## src/rtl/csc_pkg.sv

```systemverilog
package csc_pkg;

  localparam int DIST_W   = 16;
  localparam int MAT_W    = 8;
  localparam int CROSS_W  = 2;
  localparam int HEIGHT_W = 32;
  localparam int VOX_W    = 16;
  localparam int CFG_W    = 16;
  localparam int CFG_IDX_W = 2;

  localparam logic [CFG_IDX_W-1:0] CFG_VOXEL_SIZE     = 2'd0;
  localparam logic [CFG_IDX_W-1:0] CFG_BRUSH_MATERIAL = 2'd1;
  localparam logic [CFG_IDX_W-1:0] CFG_LOW_ROW        = 2'd2;
  localparam logic [CFG_IDX_W-1:0] CFG_HIGH_ROW       = 2'd3;

  localparam logic [VOX_W-1:0]        VOXEL_SIZE_RST = 16'd256;
  localparam logic [MAT_W-1:0]        BRUSH_MAT_RST  = 8'd0;
  localparam logic signed [CFG_W-1:0] LOW_ROW_RST    = 16'sd0;
  localparam logic signed [CFG_W-1:0] HIGH_ROW_RST   = 16'sd63;

  localparam logic [CROSS_W-1:0] CROSS_NONE = 2'd0;
  localparam logic [CROSS_W-1:0] CROSS_ONE  = 2'd1;
  localparam logic [CROSS_W-1:0] CROSS_MAX  = 2'd2;

  localparam logic [MAT_W-1:0] MAT_CARVE = 8'd0;

  // one finished column, handed from the sample front end to the height unit
  typedef struct packed {
    logic                 single_valued;
    logic [CROSS_W-1:0]   crossing_count;
    logic [MAT_W-1:0]     material;
    logic                 interp;
    logic                 top_solid;
    logic [DIST_W-1:0]    num;
    logic [DIST_W-1:0]    span;
  } csc_col_t;

  typedef enum logic [2:0] {
    ST_IDLE,
    ST_DIV,
    ST_MUL,
    ST_SAT,
    ST_OUT
  } csc_state_t;

endpackage

```

## src/rtl/csc_if.sv

```systemverilog
interface csc_in_if import csc_pkg::*; ();
  logic                     valid;
  logic                     ready;
  logic signed [DIST_W-1:0] stored_distance;
  logic [MAT_W-1:0]         stored_material;
  logic signed [DIST_W-1:0] brush_depth;
  logic                     column_end;

  modport source (output valid, stored_distance, stored_material, brush_depth, column_end,
                  input ready);
  modport sink (input valid, stored_distance, stored_material, brush_depth, column_end,
                output ready);
endinterface

interface csc_out_if import csc_pkg::*; ();
  logic                       valid;
  logic                       ready;
  logic                       single_valued;
  logic signed [HEIGHT_W-1:0] surface_height;
  logic [MAT_W-1:0]           surface_material;
  logic [CROSS_W-1:0]         crossing_count;

  modport source (output valid, single_valued, surface_height, surface_material,
                  crossing_count, input ready);
  modport sink (input valid, single_valued, surface_height, surface_material,
                crossing_count, output ready);
endinterface

```

## src/rtl/column_surface_classifier_core.sv

```systemverilog
// results: the column-end sample queues the column; an interpolated surface runs the
// serial divider before the multiply, other surfaces skip it
// throughput: one sample request per cycle while the queue is not full; the height unit
// (serial divider, one multiply, saturation) works on one column at a time, others queue
// reset: config registers return to defaults, the queue empties, the next sample opens a column
module column_surface_classifier_core import csc_pkg::*; #(
  parameter int FRAC_BITS   = 8,
  parameter int ROW_BITS    = 16,
  parameter int QUEUE_DEPTH = 2
) (
  input  logic                 clk,
  input  logic                 rst_n,
  csc_in_if.sink               in_chan,
  csc_out_if.source            out_chan,
  input  logic                 cfg_we,
  input  logic [CFG_IDX_W-1:0] cfg_index,
  input  logic [CFG_W-1:0]     cfg_data
);

  localparam int QW = $bits(csc_col_t) + ROW_BITS;

  logic [VOX_W-1:0]        voxel_size_r;
  logic [MAT_W-1:0]        brush_mat_r;
  logic signed [CFG_W-1:0] low_row_r;
  logic signed [CFG_W-1:0] high_row_r;

  logic                       q_push, q_pop, q_full, q_empty;
  csc_col_t                   push_col, pop_col;
  logic signed [ROW_BITS-1:0] push_row, pop_row;
  logic [QW-1:0]              pop_data;

  always_ff @(posedge clk) begin
    if (!rst_n) begin
      voxel_size_r <= VOXEL_SIZE_RST;
      brush_mat_r  <= BRUSH_MAT_RST;
      low_row_r    <= LOW_ROW_RST;
      high_row_r   <= HIGH_ROW_RST;
    end else if (cfg_we) begin
      unique case (cfg_index)
        CFG_VOXEL_SIZE:     voxel_size_r <= cfg_data;
        CFG_BRUSH_MATERIAL: brush_mat_r  <= cfg_data[MAT_W-1:0];
        CFG_LOW_ROW:        low_row_r    <= cfg_data;
        CFG_HIGH_ROW:       high_row_r   <= cfg_data;
        default: begin
        end
      endcase
    end
  end

  csc_front #(
    .ROW_BITS (ROW_BITS)
  ) u_front (
    .clk                (clk),
    .rst_n              (rst_n),
    .in_chan            (in_chan),
    .cfg_brush_material (brush_mat_r),
    .cfg_low_row        (low_row_r),
    .q_full             (q_full),
    .q_push             (q_push),
    .q_col              (push_col),
    .q_row              (push_row)
  );

  csc_fifo #(
    .WIDTH (QW),
    .DEPTH (QUEUE_DEPTH)
  ) u_fifo (
    .clk       (clk),
    .rst_n     (rst_n),
    .push      (q_push),
    .push_data ({push_col, push_row}),
    .full      (q_full),
    .pop       (q_pop),
    .pop_data  (pop_data),
    .empty     (q_empty)
  );

  assign pop_col = csc_col_t'(pop_data[QW-1:ROW_BITS]);
  assign pop_row = signed'(pop_data[ROW_BITS-1:0]);

  csc_back #(
    .FRAC_BITS (FRAC_BITS),
    .ROW_BITS  (ROW_BITS)
  ) u_back (
    .clk            (clk),
    .rst_n          (rst_n),
    .cfg_voxel_size (voxel_size_r),
    .cfg_low_row    (low_row_r),
    .cfg_high_row   (high_row_r),
    .q_empty        (q_empty),
    .q_col          (pop_col),
    .q_row          (pop_row),
    .q_pop          (q_pop),
    .out_chan       (out_chan)
  );

endmodule

```

## src/rtl/csc_fifo.sv

```systemverilog
module csc_fifo #(
  parameter int WIDTH = 8,
  parameter int DEPTH = 2
) (
  input  logic             clk,
  input  logic             rst_n,
  input  logic             push,
  input  logic [WIDTH-1:0] push_data,
  output logic             full,
  input  logic             pop,
  output logic [WIDTH-1:0] pop_data,
  output logic             empty
);

  localparam int PTR_W = (DEPTH > 1) ? $clog2(DEPTH) : 1;
  localparam int CNT_W = $clog2(DEPTH + 1);

  logic [WIDTH-1:0] mem_r [DEPTH];
  logic [PTR_W-1:0] wr_ptr_r, wr_ptr_nxt;
  logic [PTR_W-1:0] rd_ptr_r, rd_ptr_nxt;
  logic [CNT_W-1:0] count_r, count_nxt;
  logic             do_push, do_pop;

  assign full     = (count_r == CNT_W'(DEPTH));
  assign empty    = (count_r == '0);
  assign pop_data = mem_r[rd_ptr_r];
  assign do_push  = push && !full;
  assign do_pop   = pop && !empty;

  always_comb begin
    wr_ptr_nxt = wr_ptr_r;
    rd_ptr_nxt = rd_ptr_r;
    count_nxt  = count_r;
    if (do_push) begin
      wr_ptr_nxt = (wr_ptr_r == PTR_W'(DEPTH - 1)) ? '0 : wr_ptr_r + 1'b1;
    end
    if (do_pop) begin
      rd_ptr_nxt = (rd_ptr_r == PTR_W'(DEPTH - 1)) ? '0 : rd_ptr_r + 1'b1;
    end
    if (do_push && !do_pop) begin
      count_nxt = count_r + 1'b1;
    end else if (do_pop && !do_push) begin
      count_nxt = count_r - 1'b1;
    end
  end

  always_ff @(posedge clk) begin
    if (!rst_n) begin
      wr_ptr_r <= '0;
      rd_ptr_r <= '0;
      count_r  <= '0;
    end else begin
      wr_ptr_r <= wr_ptr_nxt;
      rd_ptr_r <= rd_ptr_nxt;
      count_r  <= count_nxt;
    end
  end

  always_ff @(posedge clk) begin
    if (do_push) begin
      mem_r[wr_ptr_r] <= push_data;
    end
  end

endmodule

```

## src/rtl/csc_front.sv

```systemverilog
module csc_front import csc_pkg::*; #(
  parameter int ROW_BITS = 16
) (
  input  logic                      clk,
  input  logic                      rst_n,
  csc_in_if.sink                    in_chan,
  input  logic [MAT_W-1:0]          cfg_brush_material,
  input  logic signed [CFG_W-1:0]   cfg_low_row,
  input  logic                      q_full,
  output logic                      q_push,
  output csc_col_t                  q_col,
  output logic signed [ROW_BITS-1:0] q_row
);

  logic signed [DIST_W-1:0]   prev_dist_r, prev_dist_nxt;
  logic [MAT_W-1:0]           prev_mat_r, prev_mat_nxt;
  logic                       prev_solid_r, prev_solid_nxt;
  logic [CROSS_W-1:0]         cross_r, cross_nxt;
  logic signed [ROW_BITS-1:0] row_r, row_nxt;
  logic                       first_r, first_nxt;
  logic [MAT_W-1:0]           held_mat_r, held_mat_nxt;
  logic                       job_valid_r, job_valid_nxt;
  logic signed [ROW_BITS-1:0] job_row_r, job_row_nxt;
  logic [DIST_W-1:0]          job_num_r, job_num_nxt;
  logic [DIST_W-1:0]          job_span_r, job_span_nxt;

  logic                       accept;
  logic signed [DIST_W-1:0]   dist_ed;
  logic signed [DIST_W-1:0]   neg_depth;
  logic [MAT_W-1:0]           mat_ed;
  logic                       solid;
  logic signed [DIST_W:0]     span_full;
  logic signed [DIST_W:0]     num_full;

  assign in_chan.ready = !q_full;
  assign accept        = in_chan.valid && in_chan.ready;

  // brush edit
  always_comb begin
    dist_ed   = in_chan.stored_distance;
    mat_ed    = in_chan.stored_material;
    neg_depth = -in_chan.brush_depth;
    if (cfg_brush_material == MAT_CARVE) begin
      if (in_chan.brush_depth > in_chan.stored_distance) begin
        dist_ed = in_chan.brush_depth;
      end
    end else if (in_chan.brush_depth > 16'sd0) begin
      if (neg_depth < in_chan.stored_distance) begin
        dist_ed = neg_depth;
      end
      mat_ed = cfg_brush_material;
    end
    solid = (dist_ed <= 16'sd0);
  end

  assign span_full = (DIST_W + 1)'(dist_ed) - (DIST_W + 1)'(prev_dist_r);
  assign num_full  = -(DIST_W + 1)'(prev_dist_r);

  always_comb begin
    prev_dist_nxt  = prev_dist_r;
    prev_mat_nxt   = prev_mat_r;
    prev_solid_nxt = prev_solid_r;
    cross_nxt      = cross_r;
    row_nxt        = row_r;
    first_nxt      = first_r;
    held_mat_nxt   = held_mat_r;
    job_valid_nxt  = job_valid_r;
    job_row_nxt    = job_row_r;
    job_num_nxt    = job_num_r;
    job_span_nxt   = job_span_r;
    if (accept) begin
      if (first_r) begin
        row_nxt       = ROW_BITS'(cfg_low_row);
        cross_nxt     = CROSS_NONE;
        held_mat_nxt  = mat_ed;
        job_valid_nxt = 1'b0;
      end else begin
        row_nxt = row_r + 1'b1;
        if (solid != prev_solid_r) begin
          // first ground-to-air crossing: hand the interpolation to the back end
          if (cross_r == CROSS_NONE && prev_solid_r) begin
            job_valid_nxt = 1'b1;
            job_row_nxt   = row_r;
            job_num_nxt   = num_full[DIST_W-1:0];
            job_span_nxt  = span_full[DIST_W-1:0];
            held_mat_nxt  = prev_mat_r;
          end
          if (cross_r != CROSS_MAX) begin
            cross_nxt = cross_r + 1'b1;
          end
        end
      end
      prev_dist_nxt  = dist_ed;
      prev_mat_nxt   = mat_ed;
      prev_solid_nxt = solid;
      first_nxt      = in_chan.column_end;
    end
  end

  assign q_push              = accept && in_chan.column_end;
  assign q_col.single_valued = (cross_nxt == CROSS_NONE) || (cross_nxt == CROSS_ONE && !solid);
  assign q_col.crossing_count = cross_nxt;
  assign q_col.material      = held_mat_nxt;
  assign q_col.interp        = job_valid_nxt;
  assign q_col.top_solid     = solid;
  assign q_col.num           = job_num_nxt;
  assign q_col.span          = job_span_nxt;
  assign q_row               = job_row_nxt;

  always_ff @(posedge clk) begin
    if (!rst_n) begin
      first_r      <= 1'b1;
      cross_r      <= CROSS_NONE;
      prev_solid_r <= 1'b0;
      job_valid_r  <= 1'b0;
    end else begin
      first_r      <= first_nxt;
      cross_r      <= cross_nxt;
      prev_solid_r <= prev_solid_nxt;
      job_valid_r  <= job_valid_nxt;
    end
  end

  always_ff @(posedge clk) begin
    prev_dist_r <= prev_dist_nxt;
    prev_mat_r  <= prev_mat_nxt;
    row_r       <= row_nxt;
    held_mat_r  <= held_mat_nxt;
    job_row_r   <= job_row_nxt;
    job_num_r   <= job_num_nxt;
    job_span_r  <= job_span_nxt;
  end

endmodule

```

## src/rtl/csc_back.sv

```systemverilog
module csc_back import csc_pkg::*; #(
  parameter int FRAC_BITS = 8,
  parameter int ROW_BITS  = 16
) (
  input  logic                       clk,
  input  logic                       rst_n,
  input  logic [VOX_W-1:0]           cfg_voxel_size,
  input  logic signed [CFG_W-1:0]    cfg_low_row,
  input  logic signed [CFG_W-1:0]    cfg_high_row,
  input  logic                       q_empty,
  input  csc_col_t                   q_col,
  input  logic signed [ROW_BITS-1:0] q_row,
  output logic                       q_pop,
  csc_out_if.source                  out_chan
);

  localparam int RW    = (ROW_BITS > CFG_W + 1) ? ROW_BITS : CFG_W + 1;
  localparam int AW    = RW + FRAC_BITS;
  localparam int PW    = AW + VOX_W + 1;
  localparam int CNT_W = $clog2(FRAC_BITS);

  csc_state_t               state_r, state_nxt;
  logic signed [RW-1:0]     base_r, base_nxt;
  logic [FRAC_BITS-1:0]     q_r, q_nxt;
  logic [DIST_W:0]          rem_r, rem_nxt;
  logic [DIST_W-1:0]        span_r, span_nxt;
  logic [CNT_W-1:0]         cnt_r, cnt_nxt;
  logic signed [PW-1:0]     prod_r, prod_nxt;
  logic                     single_r, single_nxt;
  logic signed [HEIGHT_W-1:0] height_r, height_nxt;
  logic [MAT_W-1:0]         mat_r, mat_nxt;
  logic [CROSS_W-1:0]       cross_r, cross_nxt;

  logic [DIST_W:0]          rem_dbl;
  logic signed [PW-1:0]     shifted;

  assign rem_dbl = {rem_r[DIST_W-1:0], 1'b0};
  assign shifted = prod_r >>> FRAC_BITS;

  always_comb begin
    state_nxt  = state_r;
    base_nxt   = base_r;
    q_nxt      = q_r;
    rem_nxt    = rem_r;
    span_nxt   = span_r;
    cnt_nxt    = cnt_r;
    prod_nxt   = prod_r;
    single_nxt = single_r;
    height_nxt = height_r;
    mat_nxt    = mat_r;
    cross_nxt  = cross_r;
    q_pop      = 1'b0;
    unique case (state_r)
      ST_IDLE: begin
        if (!q_empty) begin
          q_pop      = 1'b1;
          single_nxt = q_col.single_valued;
          mat_nxt    = q_col.material;
          cross_nxt  = q_col.crossing_count;
          span_nxt   = q_col.span;
          rem_nxt    = {1'b0, q_col.num};
          q_nxt      = '0;
          cnt_nxt    = CNT_W'(FRAC_BITS - 1);
          if (q_col.interp) begin
            base_nxt  = RW'(q_row);
            state_nxt = ST_DIV;
          end else begin
            if (q_col.crossing_count != CROSS_NONE) begin
              base_nxt = '0;
            end else if (q_col.top_solid) begin
              base_nxt = RW'(cfg_high_row) + 1'b1;
            end else begin
              base_nxt = RW'(cfg_low_row);
            end
            state_nxt = ST_MUL;
          end
        end
      end
      // one quotient bit per cycle
      ST_DIV: begin
        if (rem_dbl >= {1'b0, span_r}) begin
          rem_nxt = rem_dbl - {1'b0, span_r};
          q_nxt   = {q_r[FRAC_BITS-2:0], 1'b1};
        end else begin
          rem_nxt = rem_dbl;
          q_nxt   = {q_r[FRAC_BITS-2:0], 1'b0};
        end
        if (cnt_r == '0) begin
          state_nxt = ST_MUL;
        end else begin
          cnt_nxt = cnt_r - 1'b1;
        end
      end
      ST_MUL: begin
        prod_nxt  = $signed({base_r, q_r}) * $signed({1'b0, cfg_voxel_size});
        state_nxt = ST_SAT;
      end
      ST_SAT: begin
        if (!shifted[PW-1] && (|shifted[PW-2:HEIGHT_W-1])) begin
          height_nxt = {1'b0, {(HEIGHT_W - 1){1'b1}}};
        end else if (shifted[PW-1] && !(&shifted[PW-2:HEIGHT_W-1])) begin
          height_nxt = {1'b1, {(HEIGHT_W - 1){1'b0}}};
        end else begin
          height_nxt = shifted[HEIGHT_W-1:0];
        end
        state_nxt = ST_OUT;
      end
      ST_OUT: begin
        if (out_chan.ready) begin
          state_nxt = ST_IDLE;
        end
      end
      default: begin
        state_nxt = ST_IDLE;
      end
    endcase
  end

  always_ff @(posedge clk) begin
    if (!rst_n) begin
      state_r <= ST_IDLE;
    end else begin
      state_r <= state_nxt;
    end
  end

  always_ff @(posedge clk) begin
    base_r   <= base_nxt;
    q_r      <= q_nxt;
    rem_r    <= rem_nxt;
    span_r   <= span_nxt;
    cnt_r    <= cnt_nxt;
    prod_r   <= prod_nxt;
    single_r <= single_nxt;
    height_r <= height_nxt;
    mat_r    <= mat_nxt;
    cross_r  <= cross_nxt;
  end

  assign out_chan.valid            = (state_r == ST_OUT);
  assign out_chan.single_valued    = single_r;
  assign out_chan.surface_height   = height_r;
  assign out_chan.surface_material = mat_r;
  assign out_chan.crossing_count   = cross_r;

endmodule

```

## src/flat_wrapper.sv

```systemverilog
// flat-port wrapper written by rule: the top's interface ports become plain ports
module column_surface_classifier_core_flat import csc_pkg::*;
#(
  parameter int FRAC_BITS   = 8,
  parameter int ROW_BITS    = 16,
  parameter int QUEUE_DEPTH = 2
)
  (clk, rst_n, cfg_we, cfg_index, cfg_data, in_chan_valid, in_chan_stored_distance, in_chan_stored_material, in_chan_brush_depth, in_chan_column_end, in_chan_ready, out_chan_valid, out_chan_single_valued, out_chan_surface_height, out_chan_surface_material, out_chan_crossing_count, out_chan_ready);
  csc_in_if in_chan_i ();
  csc_out_if out_chan_i ();
  input  logic clk;
  input  logic rst_n;
  input  logic cfg_we;
  input  logic [CFG_IDX_W-1:0] cfg_index;
  input  logic [CFG_W-1:0] cfg_data;
  input wire logic [$bits(in_chan_i.valid)-1:0] in_chan_valid;
  input wire logic [$bits(in_chan_i.stored_distance)-1:0] in_chan_stored_distance;
  input wire logic [$bits(in_chan_i.stored_material)-1:0] in_chan_stored_material;
  input wire logic [$bits(in_chan_i.brush_depth)-1:0] in_chan_brush_depth;
  input wire logic [$bits(in_chan_i.column_end)-1:0] in_chan_column_end;
  output wire logic [$bits(in_chan_i.ready)-1:0] in_chan_ready;
  output wire logic [$bits(out_chan_i.valid)-1:0] out_chan_valid;
  output wire logic [$bits(out_chan_i.single_valued)-1:0] out_chan_single_valued;
  output wire logic [$bits(out_chan_i.surface_height)-1:0] out_chan_surface_height;
  output wire logic [$bits(out_chan_i.surface_material)-1:0] out_chan_surface_material;
  output wire logic [$bits(out_chan_i.crossing_count)-1:0] out_chan_crossing_count;
  input wire logic [$bits(out_chan_i.ready)-1:0] out_chan_ready;
  assign in_chan_i.valid = in_chan_valid;
  assign in_chan_i.stored_distance = in_chan_stored_distance;
  assign in_chan_i.stored_material = in_chan_stored_material;
  assign in_chan_i.brush_depth = in_chan_brush_depth;
  assign in_chan_i.column_end = in_chan_column_end;
  assign in_chan_ready = in_chan_i.ready;
  assign out_chan_valid = out_chan_i.valid;
  assign out_chan_single_valued = out_chan_i.single_valued;
  assign out_chan_surface_height = out_chan_i.surface_height;
  assign out_chan_surface_material = out_chan_i.surface_material;
  assign out_chan_crossing_count = out_chan_i.crossing_count;
  assign out_chan_i.ready = out_chan_ready;
  column_surface_classifier_core #(.FRAC_BITS(FRAC_BITS), .ROW_BITS(ROW_BITS), .QUEUE_DEPTH(QUEUE_DEPTH)) u_core (.clk(clk), .rst_n(rst_n), .in_chan(in_chan_i), .out_chan(out_chan_i), .cfg_we(cfg_we), .cfg_index(cfg_index), .cfg_data(cfg_data));
endmodule
```

## config.mk

```make
export PLATFORM = sky130hd
export DESIGN_NAME = column_surface_classifier_core_flat
export DESIGN_NICKNAME = d
export VERILOG_FILES = /design/src/rtl/csc_pkg.sv /design/src/rtl/csc_if.sv /design/src/rtl/column_surface_classifier_core.sv /design/src/rtl/csc_fifo.sv /design/src/rtl/csc_front.sv /design/src/rtl/csc_back.sv /design/src/flat_wrapper.sv
export SDC_FILE = /design/constraint.sdc
export NUM_CORES = 2
export LEC_CHECK = 0
export BUFFER_PORTS_ARGS = -buffer_cell sky130_fd_sc_hd__buf_4
export CAP_MARGIN = 20
export CELL_PAD_IN_SITES_DETAIL_PLACEMENT = 1
export CELL_PAD_IN_SITES_GLOBAL_PLACEMENT = 1
export CORE_AREA = 2 2 279 281
export DETAILED_ROUTE_END_ITERATION = 10
export DIE_AREA = 0 0 281 283
export PLACE_DENSITY = 0.82
export SYNTH_ARGS = -nofsm -noshare
export SYNTH_HDL_FRONTEND = slang
export SYNTH_HIERARCHICAL = 1
export SYNTH_SLANG_ARGS = --single-unit
export TNS_END_PERCENT = 100
```

## constraint.sdc

```tcl
create_clock -name clk -period 12.3 [get_ports clk]
set_input_delay 0.615 -clock clk [delete_from_list [all_inputs] [get_ports clk]]
set_output_delay 0.615 -clock clk [all_outputs]
set_load 0.01 [all_outputs]
```

==> flow_summary_export.csv <==
group,metric,value,unit
cts,cts_buffers,46,
cells_and_area,multi_input_area,19800,um^2
setup_path,r2r_slack,5290,ps
grt,grt_pass1_vias,26738,
floorplan,start_util,44.4,%
logic_synthesis,yosys-top-cells-count,"564 x inv_1, 411 x nand2_1, 391 x fa_1",
setup_path,critPathMaxFanout,20,
logic_synthesis,yosysTopAreaCell,"edfxtp_1",
cts,cts_resized,0,
sta,finalSetupViolCount,0,
cells_and_area,final_layout_size_suffix_gt1_share,10.1,%
logic_synthesis,yosysSeqAreaShare,33.7,%
sta,fin_skew,29.3,ps
setup_path,cpLargestDelayFamily,"compound AO/OA/AOI/OAI gates",
logic_synthesis,syn_area,34000,um^2
floorplan,fp.dieH,283,um
sta,hold_viol,0,
cts,clockRootBuffer,"clkbuf_16",
setup_path,crit_buf_inv,2,
setup_path,reg2reg_depth,20,
route,ant_nets,0,
logic_synthesis,synth_edf_count,299,
cts,postCtsSetupRepairBufs,0,
grt,grt_pass1_wl,146,mm
floorplan,die-area,79500,um^2
sta,period_share,65.1,%
cells_and_area,seq_area,11500,um^2
placement,dpl_cell_area,35700,um^2
logic_synthesis,synthTopCellsByArea,"edfxtp_1 26%, fa_1 23%, dfxtp_1 7.4%, ha_1 6.3%, inv_1 6.2%",
logic_synthesis,ys_ff_latch,424,
setup_path,critical_path.max_stage_delay,630,ps
placement,io_buffers,108,
grt,antenna_found_initial,2,
pwr,power_frac_comb,51.2,%
flow_run,max-cap-violations,0,
grt,grt_max_degree,61,
cts,htreeDepth,2,
cts,hold_buffers,0,
setup_path,critPathLaunchType,"primary input",
sta,max_slew_margin,27.5,%
logic_synthesis,synthFlopType,"edfxtp_1",
sta,fin_tns_setup,0,ps
floorplan,core,76700,um^2
cts,clock-sinks,424,
placement,place_congestion,0.845,
setup_path,worstPathArrival,8450,ps
worst_hold_path,whs_path_depth,3,
cells_and_area,nNetsFinal,3939,
cts,clk_pin_slew,60,ps
logic_synthesis,async_flop_share,0,%
setup_path,worstSetupPathType,"primary input to register",
floorplan,die_w,281,um
route,vias_per_cell,5.36,
setup_path,worst_path_max_delay_cell,"or2_1",
pwr,leakage,16.5,nW
logic_synthesis,synth_top_area_share,26.4,%
pwr,ir_worst_vdd,114,uV
route,wl_per_cell,20.7,um
sta,fmax,0.125,GHz
grt,grt_overflow_total,0,
sta,tightest_slew,1090,ps
pwr,pwr-share-seq,31.6,%
floorplan,row_count,102,
cells_and_area,syn_to_final_growth,9.70,%
route,vias,23527,
cts,clk_latency,600,ps
logic_synthesis,yosys_warnings,6,
worst_hold_path,hp-class,"primary input to register",
route,post-route-drc-count,0,
setup_path,worst-path-stages,28,
pwr,switching_share,43.1,%
pwr,p_switching,0.00354,W
pwr,clkPwrFrac,17.2,%
sta,slew_viol_final,0,
cts,cts_tree,"done",
sta,post-route-min-period,8000,ps
logic_synthesis,synth_nets,3887,
grt,grt_use_total,23.2,%
pwr,internal_power,0.00468,W
setup_path,crit_top_cell,"o21ai_0",
logic_synthesis,synth_cell_types,102,
logic_synthesis,syn_inst,3261,
setup_path,worst_ep_required_time,12750,ps
route,dr.first_iter.drc_count,1438,
status,outcome,"completed",
pwr,power_density,220,nW/um^2
placement,place_hpwl,66.9,mm
sta,rsz0062_at_grt,"no",
route,drt_first_pass_iters,5,
cells_and_area,fill_cells,8361,
route,routed_wl,90.8,mm
logic_synthesis,synth.avg_cell_area,10.4,um^2
cts,clockBufferDepth,3,
cells_and_area,stdcell_area,37300,um^2
logic_synthesis,yosysMostFrequentCell,"inv_1",
floorplan,pin_count,109,
setup_path,end_kind,"register",
[tightest hold or removal path: cells and delay by family]
kind / cells / cell delay (ps)
simple gates: 1 / 70
buf+inv: 1 / 90
compound gates: 1 / 90
[cell families (layout without fill, tap and decap cells)]
kind of cell               Yosys count  count (layout)  share of synthesized area, %
and+or+nand+nor                    959             959                          13.6
AOI/OAI and AO/OA                  331             331                          6.72
DFF                                424             424                          33.7
buffers and inverters              700             787                          8.26
xor gates and xnor gates           114             114                          2.93
muxes                              171             171                          5.45
adders and majority gates          562             562                          29.3
other                                0               1                             0
[layer usage]
| metal | GRT usage, % | part of all wire (%) | wire length (um) | up-vias |
|---|---|---|---|---|
| met5 | 0 | 0 | 0 | - |
| met3 | 3.55 | 5.1 | 4620 | 195 |
| met4 | 7.11 | 2.9 | 2610 | 0 |
| met1 | 28.4 | 41 | 37000 | 12032 |
| li1 | - | - | - | 10680 |
| met2 | 41.7 | 51 | 46600 | 620 |
[metrics by stage]
stage	std cells	hold slack [ps]	power (W)	setup WS, ps	util [%]
global placement	4301	444	0.00653	4370	46.5
CTS	4385	280	0.00827	4330	48.6
detailed placement	4302	459	0.00679	4100	46.6
global route	4389	298	0.00890	3660	48.7
floorplan	3261	434	0.00551	5500	-
finish	4389	302	0.00822	4300	48.7
[placed cells by master, fill, tap and decap left out, types with 23 or more instances in the layout]
master,n
and2_1,179
nand4_1,30
inv_1,563
nand2_1,411
mux2_2,70
dfxtp_1,124
clkbuf_16,48
a21oi_1,71
mux2_1,46
nor2_1,148
ha_1,171
nor3_1,30
xnor2_1,76
fa_1,391
mux2i_1,55
or3_1,23
o21ai_0,89
nand3_1,41
buf_4,134
xor2_1,38
edfxtp_1,299
[final timing paths]
check / from / to
max reg2reg: u_core/voxel_size_r[7] / u_core/u_back/prod_r[40]
min: cfg_data[5] / u_core/high_row_r[5]
max: in_chan_brush_depth[0] / u_core/u_fifo/mem_r[0][30]
min reg2reg: u_core/voxel_size_r[3] / u_core/voxel_size_r[3]
[state kept, by name (all words and copies together), names as in the netlist, 3 cells and up, named ones only]
register,count
u_core/u_front/job_row_r,16
u_core/u_front/job_num_r,16
u_core/u_back/cnt_r,3
u_core/u_back/rem_r,16
u_core/u_front/prev_mat_r,8
u_core/u_front/held_mat_r,8
u_core/u_back/state_r,3
u_core/u_front/row_r,16
u_core/u_back/prod_r,34
u_core/u_back/out_chan.surface_material,8
u_core/u_back/q_r,8
u_core/u_front/prev_dist_r,16
u_core/u_back/base_r,17
u_core/voxel_size_r,16
u_core/u_fifo/mem_r,122
u_core/low_row_r,16
u_core/u_back/out_chan.surface_height,32
u_core/high_row_r,16
u_core/u_back/span_r,16
u_core/u_front/job_span_r,16
u_core/brush_mat_r,8
[power by group through the flow]
stage          Sequential (W)  Combinational [W]  Clock, W
6_report              0.00259            0.00421   0.00141
5_1_grt               0.00263            0.00477   0.00150
4_1_cts               0.00259            0.00424   0.00145
3_5_place_dp          0.00260            0.00418         0
3_3_place_gp          0.00258            0.00395         0
2_1_floorplan         0.00235            0.00317         0
[area by class of cell]
| class | instances | area share [%] |
|---|---|---|
| multi-input combinational | 2137 | 53.0 |
| sequential | 424 | 30.7 |
| inverter | 566 | 5.69 |
| clock buffer | 65 | 3.57 |
| tap | 1040 | 3.48 |
| timing repair buffer | 138 | 2.93 |
| clock inverter | 18 | 0.570 |
| antenna | 1 | 0.00670 |
No activity file was read; power rests on OpenSTA's default activity.
